File: src/design/hrf_pkg.sv
// ----------------------------------------------------------------------------
// hrf_pkg
// Shared types and constants of the HEVC RTP fragmenter.
// ----------------------------------------------------------------------------
package hrf_pkg;

   localparam int LenBits        = 24;
   localparam int MaxPayloadBits = 12;
   localparam int StampBits      = 32;

   localparam logic [MaxPayloadBits-1:0] MaxPayloadReset = MaxPayloadBits'(1420);
   localparam logic [MaxPayloadBits-1:0] MaxPayloadFloor = MaxPayloadBits'(4);
   localparam logic [MaxPayloadBits-1:0] FuHeaderBytes   = MaxPayloadBits'(3);

   localparam logic [7:0] IndicatorMask = 8'h81;
   localparam logic [5:0] FuNalType     = 6'd49;

   localparam int QueueDepth     = 4;
   localparam int QueuePtrBits   = $clog2(QueueDepth);
   localparam int QueueCountBits = $clog2(QueueDepth + 1);

   // output beat of a queued job
   typedef enum logic [1:0] {
      BeatIndicator = 2'd0,
      BeatLayer     = 2'd1,
      BeatFuHeader  = 2'd2,
      BeatData      = 2'd3
   } beat_type;

   typedef struct packed {
      logic                 with_header;
      logic [7:0]           data_byte;
      logic [7:0]           indicator;
      logic [7:0]           layer;
      logic [7:0]           fu_header;
      logic                 pkt_start;
      logic                 pkt_end;
      logic                 marker;
      logic [StampBits-1:0] stamp;
      logic [7:0]           kind;
      logic [7:0]           channel;
   } hrf_job_type;

   typedef struct packed {
      logic empty;
      logic full;
   } hrf_qstat_type;

endpackage

File: src/design/hrf_if.sv
// ----------------------------------------------------------------------------
// hrf interfaces
// Valid/ready channels of the HEVC RTP fragmenter: bytes in, payload out, csr.
// ----------------------------------------------------------------------------
interface hrf_req_if import hrf_pkg::*; ();
   logic                 valid;
   logic                 ready;
   logic [7:0]           data_byte;
   logic [LenBits-1:0]   unit_length;
   logic                 marker_in;
   logic [StampBits-1:0] stamp_in;
   logic [StampBits-1:0] now_ticks;
   logic [7:0]           frame_kind;
   logic [7:0]           channel;

   modport source (output valid, data_byte, unit_length, marker_in, stamp_in,
                   now_ticks, frame_kind, channel, input ready);
   modport sink   (input valid, data_byte, unit_length, marker_in, stamp_in,
                   now_ticks, frame_kind, channel, output ready);
endinterface

interface hrf_rsp_if import hrf_pkg::*; ();
   logic                 valid;
   logic                 ready;
   logic [7:0]           out_byte;
   logic                 packet_start;
   logic                 packet_end;
   logic                 marker_out;
   logic [StampBits-1:0] stamp_out;
   logic [7:0]           kind_out;
   logic [7:0]           channel_out;
   logic                 run_last;

   modport source (output valid, out_byte, packet_start, packet_end, marker_out,
                   stamp_out, kind_out, channel_out, run_last, input ready);
   modport sink   (input valid, out_byte, packet_start, packet_end, marker_out,
                   stamp_out, kind_out, channel_out, run_last, output ready);
endinterface

interface hrf_csr_if import hrf_pkg::*; ();
   logic                      valid;
   logic                      ready;
   logic [MaxPayloadBits-1:0] max_payload;

   modport source (output valid, max_payload, input ready);
   modport sink   (input valid, max_payload, output ready);
endinterface

File: src/design/hrf_front.sv
// ----------------------------------------------------------------------------
// hrf_front
// Accepts NAL bytes, tracks unit and packet position, and queues one job per
// byte that produces output.
// ----------------------------------------------------------------------------
module hrf_front import hrf_pkg::*; (
   input  logic                      clock,
   input  logic                      reset,
   hrf_req_if.sink                   req_chan,
   input  logic [MaxPayloadBits-1:0] max_payload,
   input  hrf_qstat_type             q_status,
   output logic                      push,
   output hrf_job_type               push_job
);

   logic [LenBits-1:0]        byte_index_ff, byte_index_in;
   logic [LenBits-1:0]        pkt_base_ff, pkt_base_in;
   logic [MaxPayloadBits-1:0] fill_ff, fill_in;
   logic                      frag_ff, frag_in;
   logic                      first_frag_ff, first_frag_in;
   logic [7:0]                indicator_ff, indicator_in;
   logic [7:0]                layer_ff, layer_in;
   logic [5:0]                unit_type_ff, unit_type_in;
   logic [StampBits-1:0]      stamp_ff, stamp_in;

   logic                      accept;
   logic [LenBits-1:0]        len;
   logic                      first_byte;
   logic [MaxPayloadBits-1:0] mp;
   logic [MaxPayloadBits-1:0] cap;
   logic                      last_byte;
   logic                      frag_now;
   logic                      first_frag_now;
   logic [StampBits-1:0]      stamp_now;
   logic                      data_branch;
   logic                      final_pkt;
   logic                      pkt_done;
   logic                      need_header;

   assign req_chan.ready = !q_status.full;
   assign accept         = req_chan.valid && req_chan.ready;

   always_comb begin
      len = (req_chan.unit_length == '0) ? LenBits'(1) : req_chan.unit_length;
      first_byte = (byte_index_ff == '0);
      mp  = (max_payload < MaxPayloadFloor) ? MaxPayloadFloor : max_payload;
      cap = mp - FuHeaderBytes;
      last_byte = ({1'b0, byte_index_ff} + (LenBits+1)'(1)) >= {1'b0, len};
      frag_now  = first_byte ? (len > LenBits'(mp)) : frag_ff;
      first_frag_now = first_byte ? 1'b1 : first_frag_ff;
      if (first_byte) begin
         stamp_now = (req_chan.stamp_in != '0) ? req_chan.stamp_in : req_chan.now_ticks;
      end else begin
         stamp_now = stamp_ff;
      end
      data_branch = frag_now && (byte_index_ff > LenBits'(1));
      // last packet once the rest of the unit fits from the packet base
      final_pkt   = {1'b0, len} <= ({1'b0, pkt_base_ff} + (LenBits+1)'(cap));
      pkt_done    = (({1'b0, fill_ff} + (MaxPayloadBits+1)'(1)) >= {1'b0, cap}) || last_byte;
      need_header = data_branch && (fill_ff == '0);

      push = accept && (!frag_now || data_branch);
      push_job.with_header = need_header;
      push_job.data_byte   = req_chan.data_byte;
      push_job.indicator   = indicator_ff;
      push_job.layer       = layer_ff;
      push_job.fu_header   = {first_frag_now, final_pkt, unit_type_ff};
      push_job.pkt_start   = !frag_now && first_byte;
      push_job.pkt_end     = frag_now ? pkt_done : last_byte;
      push_job.marker      = frag_now ? final_pkt : req_chan.marker_in;
      push_job.stamp       = stamp_now;
      push_job.kind        = req_chan.frame_kind;
      push_job.channel     = req_chan.channel;
   end

   always_comb begin
      byte_index_in = byte_index_ff;
      pkt_base_in   = pkt_base_ff;
      fill_in       = fill_ff;
      frag_in       = frag_ff;
      first_frag_in = first_frag_ff;
      indicator_in  = indicator_ff;
      layer_in      = layer_ff;
      unit_type_in  = unit_type_ff;
      stamp_in      = stamp_ff;
      if (accept) begin
         frag_in       = frag_now;
         stamp_in      = stamp_now;
         first_frag_in = need_header ? 1'b0 : first_frag_now;
         if (frag_now && first_byte) begin
            indicator_in = (req_chan.data_byte & IndicatorMask) | {1'b0, FuNalType, 1'b0};
            unit_type_in = req_chan.data_byte[6:1];
         end
         if (frag_now && (byte_index_ff == LenBits'(1))) begin
            layer_in = req_chan.data_byte;
         end
         if (data_branch) begin
            fill_in = pkt_done ? '0 : fill_ff + MaxPayloadBits'(1);
         end
         if (last_byte) begin
            byte_index_in = '0;
            pkt_base_in   = '0;
            fill_in       = '0;
         end else begin
            byte_index_in = byte_index_ff + LenBits'(1);
            pkt_base_in   = (data_branch && !pkt_done) ? pkt_base_ff
                                                       : byte_index_ff + LenBits'(1);
         end
      end
   end

   always_ff @(posedge clock) begin
      if (reset) begin
         byte_index_ff <= '0;
         pkt_base_ff   <= '0;
         fill_ff       <= '0;
         frag_ff       <= 1'b0;
         first_frag_ff <= 1'b1;
      end else begin
         byte_index_ff <= byte_index_in;
         pkt_base_ff   <= pkt_base_in;
         fill_ff       <= fill_in;
         frag_ff       <= frag_in;
         first_frag_ff <= first_frag_in;
      end
   end

   always_ff @(posedge clock) begin
      indicator_ff <= indicator_in;
      layer_ff     <= layer_in;
      unit_type_ff <= unit_type_in;
      stamp_ff     <= stamp_in;
   end

   // the packet base trails the byte position by the packet fill
   a_base_behind: assert property (@(posedge clock) disable iff (reset)
      pkt_base_ff <= byte_index_ff)
      else $error("packet base ahead of byte index");

endmodule

File: src/design/hrf_queue.sv
// ----------------------------------------------------------------------------
// hrf_queue
// Small job queue between the classifying front and the output back end.
// ----------------------------------------------------------------------------
module hrf_queue import hrf_pkg::*; (
   input  logic          clock,
   input  logic          reset,
   input  logic          push,
   input  hrf_job_type   push_job,
   input  logic          pop,
   output hrf_job_type   head,
   output hrf_qstat_type status
);

   hrf_job_type               entries_ff [QueueDepth];
   logic [QueuePtrBits-1:0]   wr_ptr_ff, wr_ptr_in;
   logic [QueuePtrBits-1:0]   rd_ptr_ff, rd_ptr_in;
   logic [QueueCountBits-1:0] count_ff, count_in;

   always_comb begin
      status.empty = (count_ff == '0);
      status.full  = (count_ff == QueueCountBits'(QueueDepth));
      head         = entries_ff[rd_ptr_ff];
      wr_ptr_in    = push ? wr_ptr_ff + QueuePtrBits'(1) : wr_ptr_ff;
      rd_ptr_in    = pop  ? rd_ptr_ff + QueuePtrBits'(1) : rd_ptr_ff;
      count_in     = count_ff + QueueCountBits'(push) - QueueCountBits'(pop);
   end

   always_ff @(posedge clock) begin
      if (reset) begin
         wr_ptr_ff <= '0;
         rd_ptr_ff <= '0;
         count_ff  <= '0;
      end else begin
         wr_ptr_ff <= wr_ptr_in;
         rd_ptr_ff <= rd_ptr_in;
         count_ff  <= count_in;
      end
   end

   always_ff @(posedge clock) begin
      if (push) begin
         entries_ff[wr_ptr_ff] <= push_job;
      end
   end

   a_no_overflow: assert property (@(posedge clock) disable iff (reset)
      push |-> (!status.full || pop))
      else $error("job queue overflow");

   a_no_underflow: assert property (@(posedge clock) disable iff (reset)
      pop |-> !status.empty)
      else $error("job queue underflow");

endmodule

File: src/design/hrf_back.sv
// ----------------------------------------------------------------------------
// hrf_back
// Expands queued jobs into payload bytes, FU header first where needed, into
// a registered output stage.
// ----------------------------------------------------------------------------
module hrf_back import hrf_pkg::*; (
   input  logic          clock,
   input  logic          reset,
   input  hrf_job_type   head,
   input  hrf_qstat_type q_status,
   output logic          pop,
   hrf_rsp_if.source     rsp_chan
);

   beat_type             beat_ff, beat_in;
   logic                 rsp_valid_ff, rsp_valid_in;
   logic [7:0]           byte_ff, byte_in;
   logic                 start_ff, start_in;
   logic                 end_ff, end_in;
   logic                 marker_ff;
   logic [StampBits-1:0] stamp_ff;
   logic [7:0]           kind_ff;
   logic [7:0]           channel_ff;
   logic                 run_last_ff, run_last_in;

   logic                 load;
   logic                 last_beat;
   beat_type             cur_beat;

   always_comb begin
      load      = !q_status.empty && (!rsp_valid_ff || rsp_chan.ready);
      cur_beat  = head.with_header ? beat_ff : BeatData;
      last_beat = (cur_beat == BeatData);
      pop       = load && last_beat;
      if (!load) begin
         beat_in = beat_ff;
      end else if (last_beat) begin
         beat_in = BeatIndicator;
      end else begin
         beat_in = beat_type'(beat_ff + 2'd1);
      end

      start_in = 1'b0;
      end_in   = 1'b0;
      unique case (cur_beat)
         BeatIndicator: begin
            byte_in  = head.indicator;
            start_in = 1'b1;
         end
         BeatLayer:    byte_in = head.layer;
         BeatFuHeader: byte_in = head.fu_header;
         BeatData: begin
            byte_in  = head.data_byte;
            start_in = head.pkt_start;
            end_in   = head.pkt_end;
         end
         default:      byte_in = head.data_byte;
      endcase
      run_last_in = last_beat;

      if (load) begin
         rsp_valid_in = 1'b1;
      end else if (rsp_chan.ready) begin
         rsp_valid_in = 1'b0;
      end else begin
         rsp_valid_in = rsp_valid_ff;
      end
   end

   always_ff @(posedge clock) begin
      if (reset) begin
         beat_ff      <= BeatIndicator;
         rsp_valid_ff <= 1'b0;
      end else begin
         beat_ff      <= beat_in;
         rsp_valid_ff <= rsp_valid_in;
      end
   end

   always_ff @(posedge clock) begin
      if (load) begin
         byte_ff     <= byte_in;
         start_ff    <= start_in;
         end_ff      <= end_in;
         marker_ff   <= head.marker;
         stamp_ff    <= head.stamp;
         kind_ff     <= head.kind;
         channel_ff  <= head.channel;
         run_last_ff <= run_last_in;
      end
   end

   assign rsp_chan.valid        = rsp_valid_ff;
   assign rsp_chan.out_byte     = byte_ff;
   assign rsp_chan.packet_start = start_ff;
   assign rsp_chan.packet_end   = end_ff;
   assign rsp_chan.marker_out   = marker_ff;
   assign rsp_chan.stamp_out    = stamp_ff;
   assign rsp_chan.kind_out     = kind_ff;
   assign rsp_chan.channel_out  = channel_ff;
   assign rsp_chan.run_last     = run_last_ff;

   // mid-header position only while a header job sits at the head
   a_beat_on_header: assert property (@(posedge clock) disable iff (reset)
      (beat_ff != BeatIndicator) |-> (!q_status.empty && head.with_header))
      else $error("beat counter away from start without a header job");

endmodule

File: src/design/hevc_rtp_fragmenter_core.sv
// ----------------------------------------------------------------------------
// hevc_rtp_fragmenter_core
// H.265 NAL unit to RTP payload bytes, single packet or type-49 FU packets.
// ----------------------------------------------------------------------------
//  channel    direction  carries
//  req_chan   in         one NAL byte with unit length, marker, stamps, ids
//  rsp_chan   out        one payload byte with packet flags, marker, stamp
//  csr_chan   in         max_payload write, always ready
//
//  a byte is taken every cycle while the 4-entry job queue has room
//  its first transfer passes through the job queue and then the registered output stage
//  4 transfers on the first data byte of a FU packet, none on FU unit headers, else 1
//  sustained rate is set by the output side: one payload byte per cycle while rsp_chan is ready
//  synchronous reset, no clearing pass; max_payload resets to 1420
//  either side may stall without stalling the other until the queue fills
// ----------------------------------------------------------------------------
module hevc_rtp_fragmenter_core import hrf_pkg::*; (
   input  logic       clock,
   input  logic       reset,
   hrf_req_if.sink    req_chan,
   hrf_rsp_if.source  rsp_chan,
   hrf_csr_if.sink    csr_chan
);

   logic [MaxPayloadBits-1:0] max_payload_ff, max_payload_in;
   logic                      push;
   logic                      pop;
   hrf_job_type               push_job;
   hrf_job_type               head;
   hrf_qstat_type             q_status;

   assign csr_chan.ready = 1'b1;
   assign max_payload_in = (csr_chan.valid && csr_chan.ready) ? csr_chan.max_payload
                                                              : max_payload_ff;

   always_ff @(posedge clock) begin
      if (reset) begin
         max_payload_ff <= MaxPayloadReset;
      end else begin
         max_payload_ff <= max_payload_in;
      end
   end

   hrf_front u_front (
      .clock       (clock),
      .reset       (reset),
      .req_chan    (req_chan),
      .max_payload (max_payload_ff),
      .q_status    (q_status),
      .push        (push),
      .push_job    (push_job)
   );

   hrf_queue u_queue (
      .clock    (clock),
      .reset    (reset),
      .push     (push),
      .push_job (push_job),
      .pop      (pop),
      .head     (head),
      .status   (q_status)
   );

   hrf_back u_back (
      .clock    (clock),
      .reset    (reset),
      .head     (head),
      .q_status (q_status),
      .pop      (pop),
      .rsp_chan (rsp_chan)
   );

endmodule

File: src/flat_wrapper.sv
// flat-port wrapper written by rule: the top's interface ports become plain ports
module hevc_rtp_fragmenter_core_flat import hrf_pkg::*;
  (clock, reset, req_chan_valid, req_chan_data_byte, req_chan_unit_length, req_chan_marker_in, req_chan_stamp_in, req_chan_now_ticks, req_chan_frame_kind, req_chan_channel, req_chan_ready, rsp_chan_valid, rsp_chan_out_byte, rsp_chan_packet_start, rsp_chan_packet_end, rsp_chan_marker_out, rsp_chan_stamp_out, rsp_chan_kind_out, rsp_chan_channel_out, rsp_chan_run_last, rsp_chan_ready, csr_chan_valid, csr_chan_max_payload, csr_chan_ready);
  hrf_req_if req_chan_i ();
  hrf_rsp_if rsp_chan_i ();
  hrf_csr_if csr_chan_i ();
  input  logic clock;
  input  logic reset;
  input wire logic [$bits(req_chan_i.valid)-1:0] req_chan_valid;
  input wire logic [$bits(req_chan_i.data_byte)-1:0] req_chan_data_byte;
  input wire logic [$bits(req_chan_i.unit_length)-1:0] req_chan_unit_length;
  input wire logic [$bits(req_chan_i.marker_in)-1:0] req_chan_marker_in;
  input wire logic [$bits(req_chan_i.stamp_in)-1:0] req_chan_stamp_in;
  input wire logic [$bits(req_chan_i.now_ticks)-1:0] req_chan_now_ticks;
  input wire logic [$bits(req_chan_i.frame_kind)-1:0] req_chan_frame_kind;
  input wire logic [$bits(req_chan_i.channel)-1:0] req_chan_channel;
  output wire logic [$bits(req_chan_i.ready)-1:0] req_chan_ready;
  output wire logic [$bits(rsp_chan_i.valid)-1:0] rsp_chan_valid;
  output wire logic [$bits(rsp_chan_i.out_byte)-1:0] rsp_chan_out_byte;
  output wire logic [$bits(rsp_chan_i.packet_start)-1:0] rsp_chan_packet_start;
  output wire logic [$bits(rsp_chan_i.packet_end)-1:0] rsp_chan_packet_end;
  output wire logic [$bits(rsp_chan_i.marker_out)-1:0] rsp_chan_marker_out;
  output wire logic [$bits(rsp_chan_i.stamp_out)-1:0] rsp_chan_stamp_out;
  output wire logic [$bits(rsp_chan_i.kind_out)-1:0] rsp_chan_kind_out;
  output wire logic [$bits(rsp_chan_i.channel_out)-1:0] rsp_chan_channel_out;
  output wire logic [$bits(rsp_chan_i.run_last)-1:0] rsp_chan_run_last;
  input wire logic [$bits(rsp_chan_i.ready)-1:0] rsp_chan_ready;
  input wire logic [$bits(csr_chan_i.valid)-1:0] csr_chan_valid;
  input wire logic [$bits(csr_chan_i.max_payload)-1:0] csr_chan_max_payload;
  output wire logic [$bits(csr_chan_i.ready)-1:0] csr_chan_ready;
  assign req_chan_i.valid = req_chan_valid;
  assign req_chan_i.data_byte = req_chan_data_byte;
  assign req_chan_i.unit_length = req_chan_unit_length;
  assign req_chan_i.marker_in = req_chan_marker_in;
  assign req_chan_i.stamp_in = req_chan_stamp_in;
  assign req_chan_i.now_ticks = req_chan_now_ticks;
  assign req_chan_i.frame_kind = req_chan_frame_kind;
  assign req_chan_i.channel = req_chan_channel;
  assign req_chan_ready = req_chan_i.ready;
  assign rsp_chan_valid = rsp_chan_i.valid;
  assign rsp_chan_out_byte = rsp_chan_i.out_byte;
  assign rsp_chan_packet_start = rsp_chan_i.packet_start;
  assign rsp_chan_packet_end = rsp_chan_i.packet_end;
  assign rsp_chan_marker_out = rsp_chan_i.marker_out;
  assign rsp_chan_stamp_out = rsp_chan_i.stamp_out;
  assign rsp_chan_kind_out = rsp_chan_i.kind_out;
  assign rsp_chan_channel_out = rsp_chan_i.channel_out;
  assign rsp_chan_run_last = rsp_chan_i.run_last;
  assign rsp_chan_i.ready = rsp_chan_ready;
  assign csr_chan_i.valid = csr_chan_valid;
  assign csr_chan_i.max_payload = csr_chan_max_payload;
  assign csr_chan_ready = csr_chan_i.ready;
  hevc_rtp_fragmenter_core u_core (.clock(clock), .reset(reset), .req_chan(req_chan_i), .rsp_chan(rsp_chan_i), .csr_chan(csr_chan_i));
endmodule
File: config.mk
export PLATFORM = sky130hd
export DESIGN_NAME = hevc_rtp_fragmenter_core_flat
export DESIGN_NICKNAME = d
export VERILOG_FILES = /design/src/design/hrf_pkg.sv /design/src/design/hrf_if.sv /design/src/design/hrf_front.sv /design/src/design/hrf_queue.sv /design/src/design/hrf_back.sv /design/src/design/hevc_rtp_fragmenter_core.sv /design/src/flat_wrapper.sv
export SDC_FILE = /design/constraint.sdc
export NUM_CORES = 1
export LEC_CHECK = 0
export BUFFER_PORTS_ARGS = -buffer_cell sky130_fd_sc_hd__buf_2
export CAP_MARGIN = 0
export CORE_UTILIZATION = 42
export DETAILED_ROUTE_END_ITERATION = 8
export GPL_TIMING_DRIVEN = 0
export HOLD_SLACK_MARGIN = 0.15
export MAX_ROUTING_LAYER = met4
export PLACE_DENSITY = 0.57
export SLEW_MARGIN = 20
export SYNTH_ARGS = -nofsm -noshare
export SYNTH_HDL_FRONTEND = slang
export SYNTH_HIERARCHICAL = 1
export SYNTH_SLANG_ARGS = --single-unit
File: constraint.sdc
create_clock -name clock -period 6.6 [get_ports clock]
set_input_delay 0 -clock clock [delete_from_list [all_inputs] [get_ports clock]]
set_output_delay 0 -clock clock [all_outputs]
set_load 0.02 [all_outputs]
==> results by group, run 1 <==
Detailed routing
  • Final wirelength: roughly 57000 um
  • 1st-pass router iterations: 5
  • Residual DRC: 0
  • Routed length per placed instance: 20.04 um
  • Remaining antenna violation count: 0
  • Vias per cell: between 5 and 6
  • Drt initial violations: 852
  • Vias: about 15k

Place
  • Placed Area: around 0.026 sq mm
  • HPWL Detailed: approximately 40000 um
  • Port bufs: between 150 and 200
  • Routability Congestion: slightly below 0.9
  • Place WS: -555.1 ps

Run
  • Max Cap Viol: 0

Pwr
  • Pwr dens: 336.2 mW/mm^2
  • Worst vdd ir: between 0.2 and 0.25 mV
  • Total power: ~0.0098 W
  • Leakage power: 10.43 nW

Synth
  • Synth top cells by count: edfxtp_1 (444), a21oi_1 (106), nor2_1 (104)
  • Cell with the most instances after synthesis: edfxtp_1
  • Synthesized flop and latch total: 530
  • Yosys top cell by area: edfxtp_1
  • Yosys warns: 6
  • Post-Syn Instances: 1670
  • Count of cell types in the netlist: 74
  • Ys async rst share: 0%
  • Top cells by area, synth: edfxtp_1 (56%), mux4_2 (8.0%), dfxtp_1 (7.2%)
  • Post-synthesis sequential area ratio: between 60% and 70%
  • Top cell type's share of synthesized area: a little under three fifths
  • Post-synth EDFFs: between 400 and 500
  • Synthesized area: around 0.024 sq mm
  • Top FF cell, synth: edfxtp_1
  • Post-synthesis average cell area: 14.22 sq um

Timing
  • RSZ-0062 raised after global routing: false
  • Final setup fails: 0
  • Final hold vios: 0
  • Max Clock Skew: 16.56 ps
  • Relative slew slack: 31.80%
  • Max Clk Rate: about 0.16 GHz
  • TNS Setup: 0 ps
  • Hold WS: 173.0 ps
  • Worst-margin pin slew: 1019 ps
  • Period utilisation layout: a little over nine tenths
  • Final setup margin: a little under 400 ps
  • Min Tclk post-route: roughly 6200 ps
  • Final Max Slew Viols: 0

Critical path
  • Worst Path Arrival: 6520 ps
  • Worst setup SP type: flop
  • Crit. End Element: flop
  • Critical path's top delay family: simple AND/OR/NAND/NOR gates
  • CP Depth: 27
  • Most Frequent Cell on Critical Path: nand2_1
  • Path type of the worst setup path: flop to flop
  • R2R Setup Slk: roughly 400 ps
  • Crit path from: u_core/max_payload_ff[5]$_SDFFE_PP0P_
  • Worst r2r src: u_core/max_payload_ff[5]$_SDFFE_PP0P_
  • Buf/Inv on CP: 1
  • CP max stage delay: 390 ps
  • Maximum net fanout on the critical path: 6
  • Critical path's slowest cell: a2111oi_1
  • Reg2Reg Depth: 27
  • Worst R2R End: u_core/u_queue/entries_ff[1][48]$_DFFE_PP_
  • CP endpoint: u_core/u_queue/entries_ff[1][48]$_DFFE_PP_
  • Worst Path Required: between 6000 and 7000 ps

CTS
  • CTS tree: yes
  • Clk sink count: between 500 and 600
  • CTS Buf Count: 54
  • CTS max path bufs: 3
  • Clock Pin Slew Worst Setup and Hold Paths: around 60 ps
  • Max H-tree Level: 2
  • CTS root buf: clkbuf_16
  • Clock latency on the worst-skew pair: 590 ps

Layout
  • Nets: about 2.3k
  • Seq. cell area: around 0.015 sq mm
  • Cell area after layout: roughly 0.029 sq mm
  • Fill cells: between 4k and 5k
  • Multi-input logic area: 0.007746 sq mm
  • Share of layout cells above drive strength 1: between 20% and 30%
  • Area delta synth->final: 22.26%

GRT
  • Global Route Usage Sum: between 20% and 30%
  • Total grt overflow: 0
  • Initial antenna violation count: 1
  • Largest net degree at the start of global routing: 42
  • Vias in the first global route: 15.38k
  • Global-route wire length before repair: approximately 88000 um

Status
  • Status: finished, final reports clean

Floorplan
  • Die Width: 239.8 um
  • FP Rows: 86
  • Starting density of the core: between 40% and 50%
  • I/O pins: between 150 and 200
  • Total die area: between 0.05 and 0.06 sq mm
  • Total core area: between 0.05 and 0.06 sq mm
  • Die H: 239.8 um

Worst hold path
  • HP Class: input pin to flop
  • Hold_sp: req_chan_frame_kind[3]
-- worst min-delay path by stage --
stage / cells past startpoint / to / slack, ps
after floorplan: 1 / u_core/u_back/beat_ff[0]$_SDFFE_PP0P_ / 70
after global placement: 1 / u_core/u_queue/entries_ff[2][11]$_DFFE_PP_ / 200
after detailed placement: 1 / u_core/u_queue/entries_ff[0][10]$_DFFE_PP_ / 210
after CTS: 2 / u_core/u_queue/entries_ff[0][1]$_DFFE_PP_ / 150
after global routing: 2 / u_core/u_queue/entries_ff[3][11]$_DFFE_PP_ / 160
final: 2 / u_core/u_queue/entries_ff[3][11]$_DFFE_PP_ / 170
-- final cells by class --
type	instances	area share, %
inverters	82	1.060
repair buffers	325	8.730
diodes	1	0.008618
well taps	748	3.223
flip-flops and latches	530	51.84
clock buffers	67	4.891
clock inverters	33	0.9997
plain buffers	132	2.568
multi-input cells	930	26.68
-- layout by cell type (no fill, tap or decap), types with 12 or more instances in the layout --
cell type / Yosys / final
buf_4: 36 / 37
clkbuf_16: 0 / 54
nand4_1: 56 / 56
nor4_1: 26 / 25
nor2_1: 104 / 103
xor2_1: 22 / 22
buf_2: 16 / 190
mux4_2: 84 / 84
nor3_1: 18 / 16
o21ai_0: 26 / 24
clkinv_2: 0 / 12
edfxtp_1: 444 / 444
a22o_1: 12 / 12
nand2_1: 67 / 67
dfxtp_1: 86 / 86
mux2i_1: 17 / 17
nand3_1: 73 / 73
dlygate4sd3_1: 0 / 139
inv_1: 81 / 81
xnor2_1: 57 / 56
ha_1: 100 / 100
a21oi_1: 106 / 106
clkbuf_1: 68 / 78
clkinv_1: 1 / 12
-- what timing repair did --
action,4_1_cts,5_1_grt
pin swaps,0,1
buffers inserted,0,1
endpoints found under the setup margin,8,8
resized for setup,6,10
hold buffers,139,0
endpoints found under the hold margin,308,0
-- sequential cells by signal, indices dropped and copies added (netlist names), 12 cells and up, named ones only --
register,flops
u_core/u_front/pkt_base_ff,24
u_core/u_queue/entries_ff,336
u_core/max_payload_ff,12
u_core/u_front/stamp_ff,32
u_core/u_front/fill_ff,12
u_core/u_front/byte_index_ff,24
u_core/u_back/rsp_chan.stamp_out,32
-- power by group --
group | internal, W | switching (W)
Combinational | 0.000966 | 0.00144
Sequential | 0.00427 | 0.000156
Clock | 0.00169 | 0.00125
Total | 0.00692 | 0.00284
-- stage by stage --
stage	instances	util, %
after floorplan	1674	-
after global placement	2596	46.06
after detailed placement	2607	46.57
after CTS	2846	52.20
after global routing	2848	52.30
final	2848	52.30
-- kinds of logic after synthesis --
logic type               Yosys count  share of synthesized area, %
multiplexers                     102                         8.729
buffers and inverters            214                         4.420
XOR/XNOR                          80                         3.013
other                              3                       0.04741
flip-flops                       530                         63.39
adder cells (fa/ha/maj)          102                         5.437
AND/OR/NAND/NOR                  409                         8.703
AO/OA/AOI/OAI                    230                         6.264
-- metal layers --
| layer | share of wire [%] | vias up | wire [um] | GRT usage (%) |
|---|---|---|---|---|
| met3 | 4.3 | 103 | 2429 | 2.950 |
| met1 | 43 | 7442 | 24740 | 26.00 |
| li1 | - | 7130 | - | - |
| met2 | 50 | 357 | 28310 | 34.77 |
| met4 | 2.8 | 0 | 1588 | 6.371 |
| met5 | 0 | - | 0 | - |
No activity file was read; power rests on OpenSTA's default activity.
==> run 2: changes to the inputs <==
Settings changed: PLACE_DENSITY 0.57 to 0.58, SYNTH_HIERARCHICAL 1 to not set.
==> results by group, run 2 <==
Floorplan
  • I/O pins: 193 (unchanged)
  • Die H: 232.9 um (-2.9%)
  • Total die area: 0.05426 sq mm (-5.6%)
  • Starting density of the core: 42.54% (-0.23 points)
  • FP Rows: 84 (-2.3%)
  • Total core area: 0.05266 sq mm (-5.2%)
  • Die Width: 232.9 um (-2.9%)

Layout
  • Max reg flops: 312 (-7.1%)
  • Fill cells: 4426 (-6.7%)
  • Share of layout cells above drive strength 1: 20.36% (-0.61 points)
  • Nets: 2208 (-3.5%)
  • Commonest non-fill, non-tap cell in the layout: edfxtp_1
  • Seq. cell area: 0.01433 sq mm (-4.8%)
  • Most frequent cells in the layout: edfxtp_1 (420), buf_2 (207), dlygate4sd3_1 (136)
  • Largest Register: u_core.u_queue.entries_ff
  • Multi-input logic area: 0.007271 sq mm (-6.1%)
  • Cell area after layout: 0.02759 sq mm (-5.0%)
  • Area delta synth->final: 23.15%

Synth
  • Yosys top cell by area: edfxtp_1
  • Post-synth EDFFs: 420 (-5.4%)
  • Synthesized area: 0.02240 sq mm (-5.7%)
  • Count of cell types in the netlist: 76 (+2.7%)
  • Combinational family with the most area after synthesis: multiplexers
  • Post-Syn Instances: 1584 (-5.1%)
  • Top cells by area, synth: edfxtp_1 (56%), mux4_2 (7.8%), dfxtp_1 (7.7%)
  • Ys async rst share: 0% (unchanged)
  • Yosys warns: 0 (-6)
  • Adder-Cell Fraction of Synth Area: 5.764% (+0.33 points)
  • Post-synthesis average cell area: 14.14 sq um (-0.56%)
  • Mux contribution to synthesized area: 8.384% (-0.35 points)
  • Post-synthesis sequential area ratio: 63.99% (+0.60 points)
  • Synthesized flop and latch total: 506 (-4.5%)
  • Top cell type's share of synthesized area: 56.30% (+0.17 points)
  • Post-Synth Simple-Gate Area: 7.948% (-0.75 points)
  • Top FF cell, synth: edfxtp_1
  • Synth top cells by count: edfxtp_1 (420), inv_1 (117), nand2_1 (110)
  • XOR/XNOR share of the synthesized area: 2.575% (-0.44 points)
  • Syn_nets: approximately 1.8k
  • Cell with the most instances after synthesis: edfxtp_1
  • Synth Area in Compound Gates: 7.658% (+1.4 points)

GRT
  • Initial antenna violation count: 2 (+1)
  • Total grt overflow: 0 (unchanged)
  • Global Route Usage Sum: 20.41% (-0.33 points)
  • Largest net degree at the start of global routing: 43 (+2.4%)
  • Vias in the first global route: 14.58k (-5.2%)
  • Global-route wire length before repair: 81550 um (-6.9%)

Timing
  • Max Clk Rate: 0.1630 GHz (+1.1%)
  • Final Max Slew Viols: 0 (unchanged)
  • Worst-margin pin slew: 852.4 ps (-166.8 ps)
  • Hold WS: 179.4 ps (+6.382 ps)
  • RSZ-0062 raised after global routing: false
  • Min Tclk post-route: 6135 ps (-69.60 ps)
  • Max Clock Skew: 17.76 ps (+1.205 ps)
  • Final setup margin: 464.5 ps (+69.60 ps)
  • Final hold vios: 0 (unchanged)
  • TNS Setup: 0 ps (unchanged)
  • Period utilisation layout: 92.96% (-1.1 points)
  • Relative slew slack: 43.17% (+11 points)
  • Final setup fails: 0 (unchanged)

Critical path
  • Worst Path Arrival: 6490 ps (-30 ps)
  • Buf/Inv on CP: 2 (+1)
  • Worst r2r src: u_core.max_payload_ff[4]$_SDFFE_PP0P_
  • CP max stage delay: 500 ps (+110 ps)
  • Critical path's slowest cell: or4_1
  • Most Frequent Cell on Critical Path: nand2_1
  • Worst Path Required: 6950 ps (+30 ps)
  • Path type of the worst setup path: flop to flop
  • Crit. End Element: flop
  • Maximum net fanout on the critical path: 5 (-1)
  • Critical path's top delay family: simple AND/OR/NAND/NOR gates
  • Worst setup SP type: flop
  • Crit path from: u_core.max_payload_ff[4]$_SDFFE_PP0P_

Pwr
  • Leakage power: 9.946 nW (-4.6%)
  • Seq pwr share: 45.5% (+0.2 points)
  • Internal power: 0.006571 W (-5.1%)
  • Total power: 0.009231 W (-5.4%)
  • Sw frac: 28.82% (-0.28 points)
  • Pwr dens: 334.6 mW/mm^2 (-0.47%)
  • Worst vdd ir: 0.2322 mV (+7.8%)
  • Clk network pwr share: 32.5% (+2.5 points)
  • Logic gate share of total power: 22.0% (-2.6 points)
  • Net Switching: 0.002660 W (-6.3%)

CTS
  • Max H-tree Level: 2 (unchanged)
  • Clock Pin Slew Worst Setup and Hold Paths: 60 ps (about the same)
  • CTS tree: yes
  • CTS root buf: clkbuf_16
  • Clk sink count: 506 (-4.5%)
  • CTS max path bufs: 3 (unchanged)
  • Clock latency on the worst-skew pair: 610 ps (+20 ps)
  • CTS Buf Count: 53 (-1.9%)

Detailed routing
  • Vias per cell: 5.284 (+0.11%)
  • 1st-pass router iterations: 5 (unchanged)
  • Drt initial violations: 804 (-5.6%)
  • Vias: 14.31k (-4.8%)
  • Residual DRC: 0 (unchanged)
  • Routed length per placed instance: 19.56 um (-2.4%)
  • Remaining antenna violation count: 0 (unchanged)
  • Final wirelength: 52970 um (-7.2%)

Run
  • Max Cap Viol: 0 (unchanged)

Worst hold path
  • HP Class: input pin to flop
  • Hold_sp: req_chan_channel[2]

Place
  • Port bufs: 190 (+9.2%)
  • Routability Congestion: 0.8704 (-0.26%)
  • HPWL Detailed: 35510 um (-9.6%)
  • Place WS: 50.73 ps (+605.8 ps)
  • Placed Area: 0.02443 sq mm (-5.5%)

Status
  • Status: finished, final reports clean
==> run 2: changes by cell type after synthesis, sizes merged, moves of 8 or more <==
cell	previous run	this run
o32ai	0	24
o211ai	3	14
nor2	104	73
a21oi	106	78
nand3	73	39
xnor2	57	47
edfxtp	444	420
nand2	67	110
a22oi	0	13
nand4	56	26
a22o	12	4
inv	81	118
buf	64	27
o21ai	28	69
==> run 2: cells by family (layout without fill, tap and decap cells) <==
logic type,Yosys count,count (layout)
flops,506,506
compound gates,263,263
mux,90,90
buf+inv,206,641
simple gates,351,351
fa+ha+maj,102,102
xor+xnor,65,65
other cells,1,2
==> run 2: worst reg2reg max path, stage by stage, from the launching register on <==
cell and delay (ps):
dfxtp_1 350, nor3_1 260, nand2_1 140, nor4_2 310
nand4b_1 180, nand2_1 160, inv_1 90, ha_1 240
nor2_1 100, nand2_1 100, nor3_1 330, xnor2_1 200
ha_1 260, or4_1 500, o2111ai_1 190, nand2_1 140
a41oi_2 410, nor3_1 110, xnor2_1 150, ha_1 300
a21oi_1 70, o21ai_0 310, nor2_1 90, a311oi_1 270
o211ai_1 130, buf_4 190, mux2_2 300
==> run 2: worst paths after layout <==
check / end / slack [ps] / cells after the start
worst max register to register: u_core.u_queue.entries_ff[0][48]$_DFFE_PP_ / 460 / 26
worst min register to register: u_core.u_queue.entries_ff[0][66]$_DFFE_PP_ / 490 / 0
worst max-delay path: u_core.u_queue.entries_ff[0][48]$_DFFE_PP_ / 460 / 26
worst min-delay path: u_core.u_queue.entries_ff[2][2]$_DFFE_PP_ / 180 / 2
==> run 2: cell type report <==
type | instances | area share, %
well taps | 688 | 3.121
diodes | 1 | 0.009072
repair buffers | 337 | 9.171
multi-input cells | 872 | 26.36
inverters | 118 | 1.615
clock buffers | 66 | 5.021
flip-flops and latches | 506 | 51.96
clock inverters | 32 | 1.370
plain buffers | 88 | 1.374
==> run 2: metal layers <==
| metal | wire (um) | up-vias | GRT usage, % | part of all wire, % |
|---|---|---|---|---|
| li1 | - | 6820 | - | - |
| met1 | 22580 | 7076 | 25.37 | 43 |
| met2 | 26720 | 328 | 34.41 | 50 |
| met3 | 2223 | 85 | 2.721 | 4.2 |
| met4 | 1442 | 0 | 6.699 | 2.7 |
| met5 | 0 | - | - | 0 |
==> run 2: power groups by stage <==
| stage | clock, W | combinational [W] | sequential (W) |
|---|---|---|---|
| final | 0.00300 | 0.00203 | 0.00420 |
| after detailed placement | 0 | 0.00200 | 0.00427 |
| after global routing | 0.00320 | 0.00222 | 0.00424 |
| after floorplan | 0 | 0.00102 | 0.00451 |
| after global placement | 0 | 0.00193 | 0.00430 |
| after CTS | 0.00307 | 0.00207 | 0.00420 |
==> run 2: metrics by stage <==
stage,instances,utilization (%)
floorplan,1584,-
global placement,2462,45.98
detailed placement,2471,46.40
CTS,2705,52.34
global route,2708,52.39
finish,2708,52.39
==> run 2: what timing repair did <==
action                                  CTS  global route
resized for setup                         0             1
endpoints found under the hold margin   305             0
hold buffers                            136             0
endpoints found under the setup margin    0             8
buffers inserted                          0             2
==> run 3: changes to the inputs <==
Settings changed: PLACE_DENSITY 0.58 to 0.57, SKIP_CTS_REPAIR_TIMING set to 1, SYNTH_HIERARCHICAL set to 1.
Clock period 6.6 ns to 7.3 ns, I/O delays scaled along.
==> results by group, run 3 (same netlist as run 1, synthesis figures left out) <==
Critical path
  • Worst r2r src: u_core/max_payload_ff[5]$_SDFFE_PP0P_
  • Worst R2R End: u_core/u_queue/entries_ff[1][48]$_DFFE_PP_
  • Reg2Reg Depth: 27 (+3.8%)
  • Worst Path Arrival: 7050 ps (+560 ps)
  • Path type of the worst setup path: flop to flop
  • Worst setup SP type: flop
  • Crit. End Element: flop
  • Maximum net fanout on the critical path: 6 (+1)
  • R2R Setup Slk: 570 ps (+110 ps)
  • Worst Path Required: 7620 ps (+670 ps)

Timing
  • Period utilisation layout: 92.16% (-0.80 points)
  • Final hold vios: 0 (unchanged)
  • Hold WS: 87.50 ps (-91.92 ps)
  • Final setup margin: 572.4 ps (+107.9 ps)
  • Final Max Slew Viols: 0 (unchanged)
  • Worst-margin pin slew: 1005 ps (+152.4 ps)
  • RSZ-0062 raised after global routing: false
  • Final setup fails: 0 (unchanged)
  • Max Clk Rate: 0.1486 GHz (-8.8%)
  • Min Tclk post-route: 6728 ps (+592.1 ps)
  • Max Clock Skew: 18.88 ps (+1.118 ps)
  • Relative slew slack: 32.77% (-10 points)

Layout
  • Commonest non-fill, non-tap cell in the layout: edfxtp_1
  • Share of layout cells above drive strength 1: 20.76% (+0.40 points)
  • Largest Register: u_core/u_queue/entries_ff
  • Nets: 2269 (+2.8%)
  • Area delta synth->final: 21.30%
  • End-of-flow core utilization: 51.89% (-0.50 points)
  • Max reg flops: 336 (+7.7%)
  • Most frequent cells in the layout: edfxtp_1 (444), buf_2 (190), dlygate4sd3_1 (122)
  • Cell area after layout: 0.02881 sq mm (+4.4%)

Floorplan
  • I/O pins: 193 (unchanged)
  • Die Width: 239.8 um (+2.9%)
  • Total die area: 0.05750 sq mm (+6.0%)
  • Total core area: 0.05552 sq mm (+5.4%)
  • FP Rows: 86 (+2.4%)
  • Die H: 239.8 um (+2.9%)
  • Starting density of the core: 42.78% (+0.23 points)

GRT
  • Global-route wire length before repair: 85040 um (+4.3%)
  • Largest net degree at the start of global routing: 42 (-2.3%)
  • Global Route Usage Sum: 20.21% (-0.20 points)
  • Total grt overflow: 0 (unchanged)
  • Initial antenna violation count: 1 (-1)
  • Vias in the first global route: 14.58k (+0.048%)

CTS
  • CTS root buf: clkbuf_16
  • CTS Buf Count: 54 (+1.9%)
  • Max H-tree Level: 2 (unchanged)
  • CTS max path bufs: 3 (unchanged)
  • Clock Pin Slew Worst Setup and Hold Paths: 60 ps (about the same)
  • Clk sink count: 530 (+4.7%)
  • Clock latency on the worst-skew pair: 600 ps (about the same)
  • CTS tree: yes

Detailed routing
  • Vias: 14.94k (+4.4%)
  • Residual DRC: 0 (unchanged)
  • Routed length per placed instance: 20.05 um (+2.5%)
  • Remaining antenna violation count: 0 (unchanged)
  • 1st-pass router iterations: 5 (unchanged)
  • Final wirelength: 56740 um (+7.1%)
  • Vias per cell: 5.281 (about the same)
  • Drt initial violations: 896 (+11%)

Place
  • Port bufs: 174 (-8.4%)
  • Placed Area: 0.02586 sq mm (+5.8%)
  • HPWL Detailed: 39260 um (+11%)
  • Routability Congestion: 0.8727 (+0.26%)
  • Place WS: 144.9 ps (+94.18 ps)

Pwr
  • Pwr dens: 306.0 mW/mm^2 (-8.6%)
  • Total power: 0.008816 W (-4.5%)
  • Worst vdd ir: 0.1955 mV (-16%)
  • Leakage power: 10.33 nW (+3.9%)

Worst hold path
  • Hold EP: u_core/u_front/stamp_ff[3]$_DFFE_PP_
  • HP Class: input pin to flop
  • Hold_sp: req_chan_stamp_in[3]
  • Hold Path Cell Cnt: 3 (+1)

Status
  • Status: finished, final reports clean

Run
  • Max Cap Viol: 0 (unchanged)
[run 3: changes by cell type in the layout (fill, tap and decap cells not counted), sizes merged, moves of 28 or more]
cell,before,now
inv,120,82
nand3,39,73
nand4,26,56
nor2,73,104
a21oi,78,106
o21ai,69,28
nand2,110,67
[run 3: power by group]
group,switching [W],total [W],internal [W]
logic,0.00130,0.00216,0.000867
clock network,0.00113,0.00265,0.00152
registers,0.000139,0.00400,0.00386
total,0.00256,0.00882,0.00625
[run 3: how the worst max path moves through the flow]
| stage | from | endpoint | slack, ps | depth (start not counted) |
|---|---|---|---|---|
| after CTS | u_core/max_payload_ff[5]$_SDFFE_PP0P_ | u_core/u_queue/entries_ff[1][48]$_DFFE_PP_ | 90 | 27 |
| final | u_core/max_payload_ff[5]$_SDFFE_PP0P_ | u_core/u_queue/entries_ff[1][48]$_DFFE_PP_ | 570 | 27 |
| after global routing | u_core/max_payload_ff[5]$_SDFFE_PP0P_ | u_core/u_queue/entries_ff[1][48]$_DFFE_PP_ | 40 | 27 |
| after global placement | u_core/u_queue/count_ff[1]$_SDFF_PP0_ | u_core/u_queue/entries_ff[0][10]$_DFFE_PP_ | -820 | 9 |
| after floorplan | u_core/max_payload_ff[5]$_SDFFE_PP0P_ | u_core/u_queue/entries_ff[0][48]$_DFFE_PP_ | 1900 | 27 |
| after detailed placement | u_core/max_payload_ff[5]$_SDFFE_PP0P_ | u_core/u_queue/entries_ff[1][48]$_DFFE_PP_ | 140 | 27 |
[run 3: layout make-up]
type | instances | area [sq um]
Inverter | 82 | 307.8
Clock inverter | 33 | 290.3
Multi-Input combinational cell | 930 | 7695
Tap cell | 748 | 935.9
Buffer | 132 | 745.7
Antenna cell | 1 | 2.502
Timing Repair Buffer | 307 | 2357
Sequential cell | 530 | 15050
Fill cell | 4764 | 26710
Clock buffer | 67 | 1420
[run 3: worst max-delay path: stages (launching register included)]
cell and delay [ps]:
dfxtp_1 370, nor3_2 270, nand2_1 130, nor4_2 240, nand2_1 130, nor3_1 190, nand2b_1 220, inv_1 80
ha_1 200, nor2b_1 280, nand2_1 150, xnor2_1 300, ha_1 360, a2111oi_0 380, o21ai_0 210, a31o_2 280
a31oi_1 240, o21bai_1 220, nand2_1 130, xnor2_1 70, ha_1 320, nand4_1 190, nor3_2 230, a21boi_0 320
nor4b_1 110, o2bb2ai_1 200, o21ai_1 220, mux2_1 410
[run 3: metal layers]
| metal | part of all wire [%] | vias up | routed length (um) | GRT usage [%] |
|---|---|---|---|---|
| met5 | 0 | - | 0 | - |
| met2 | 50 | 355 | 28350 | 33.89 |
| met4 | 2.6 | 0 | 1449 | 5.692 |
| li1 | - | 7083 | - | - |
| met3 | 4.7 | 88 | 2667 | 2.973 |
| met1 | 43 | 7418 | 24270 | 25.45 |
[run 3: metrics by stage]
step	std cells	TNS (ps)
floorplan	1674	0
global placement	2596	-264590
detailed placement	2607	0
CTS	2707	0
global route	2830	0
finish	2830	0
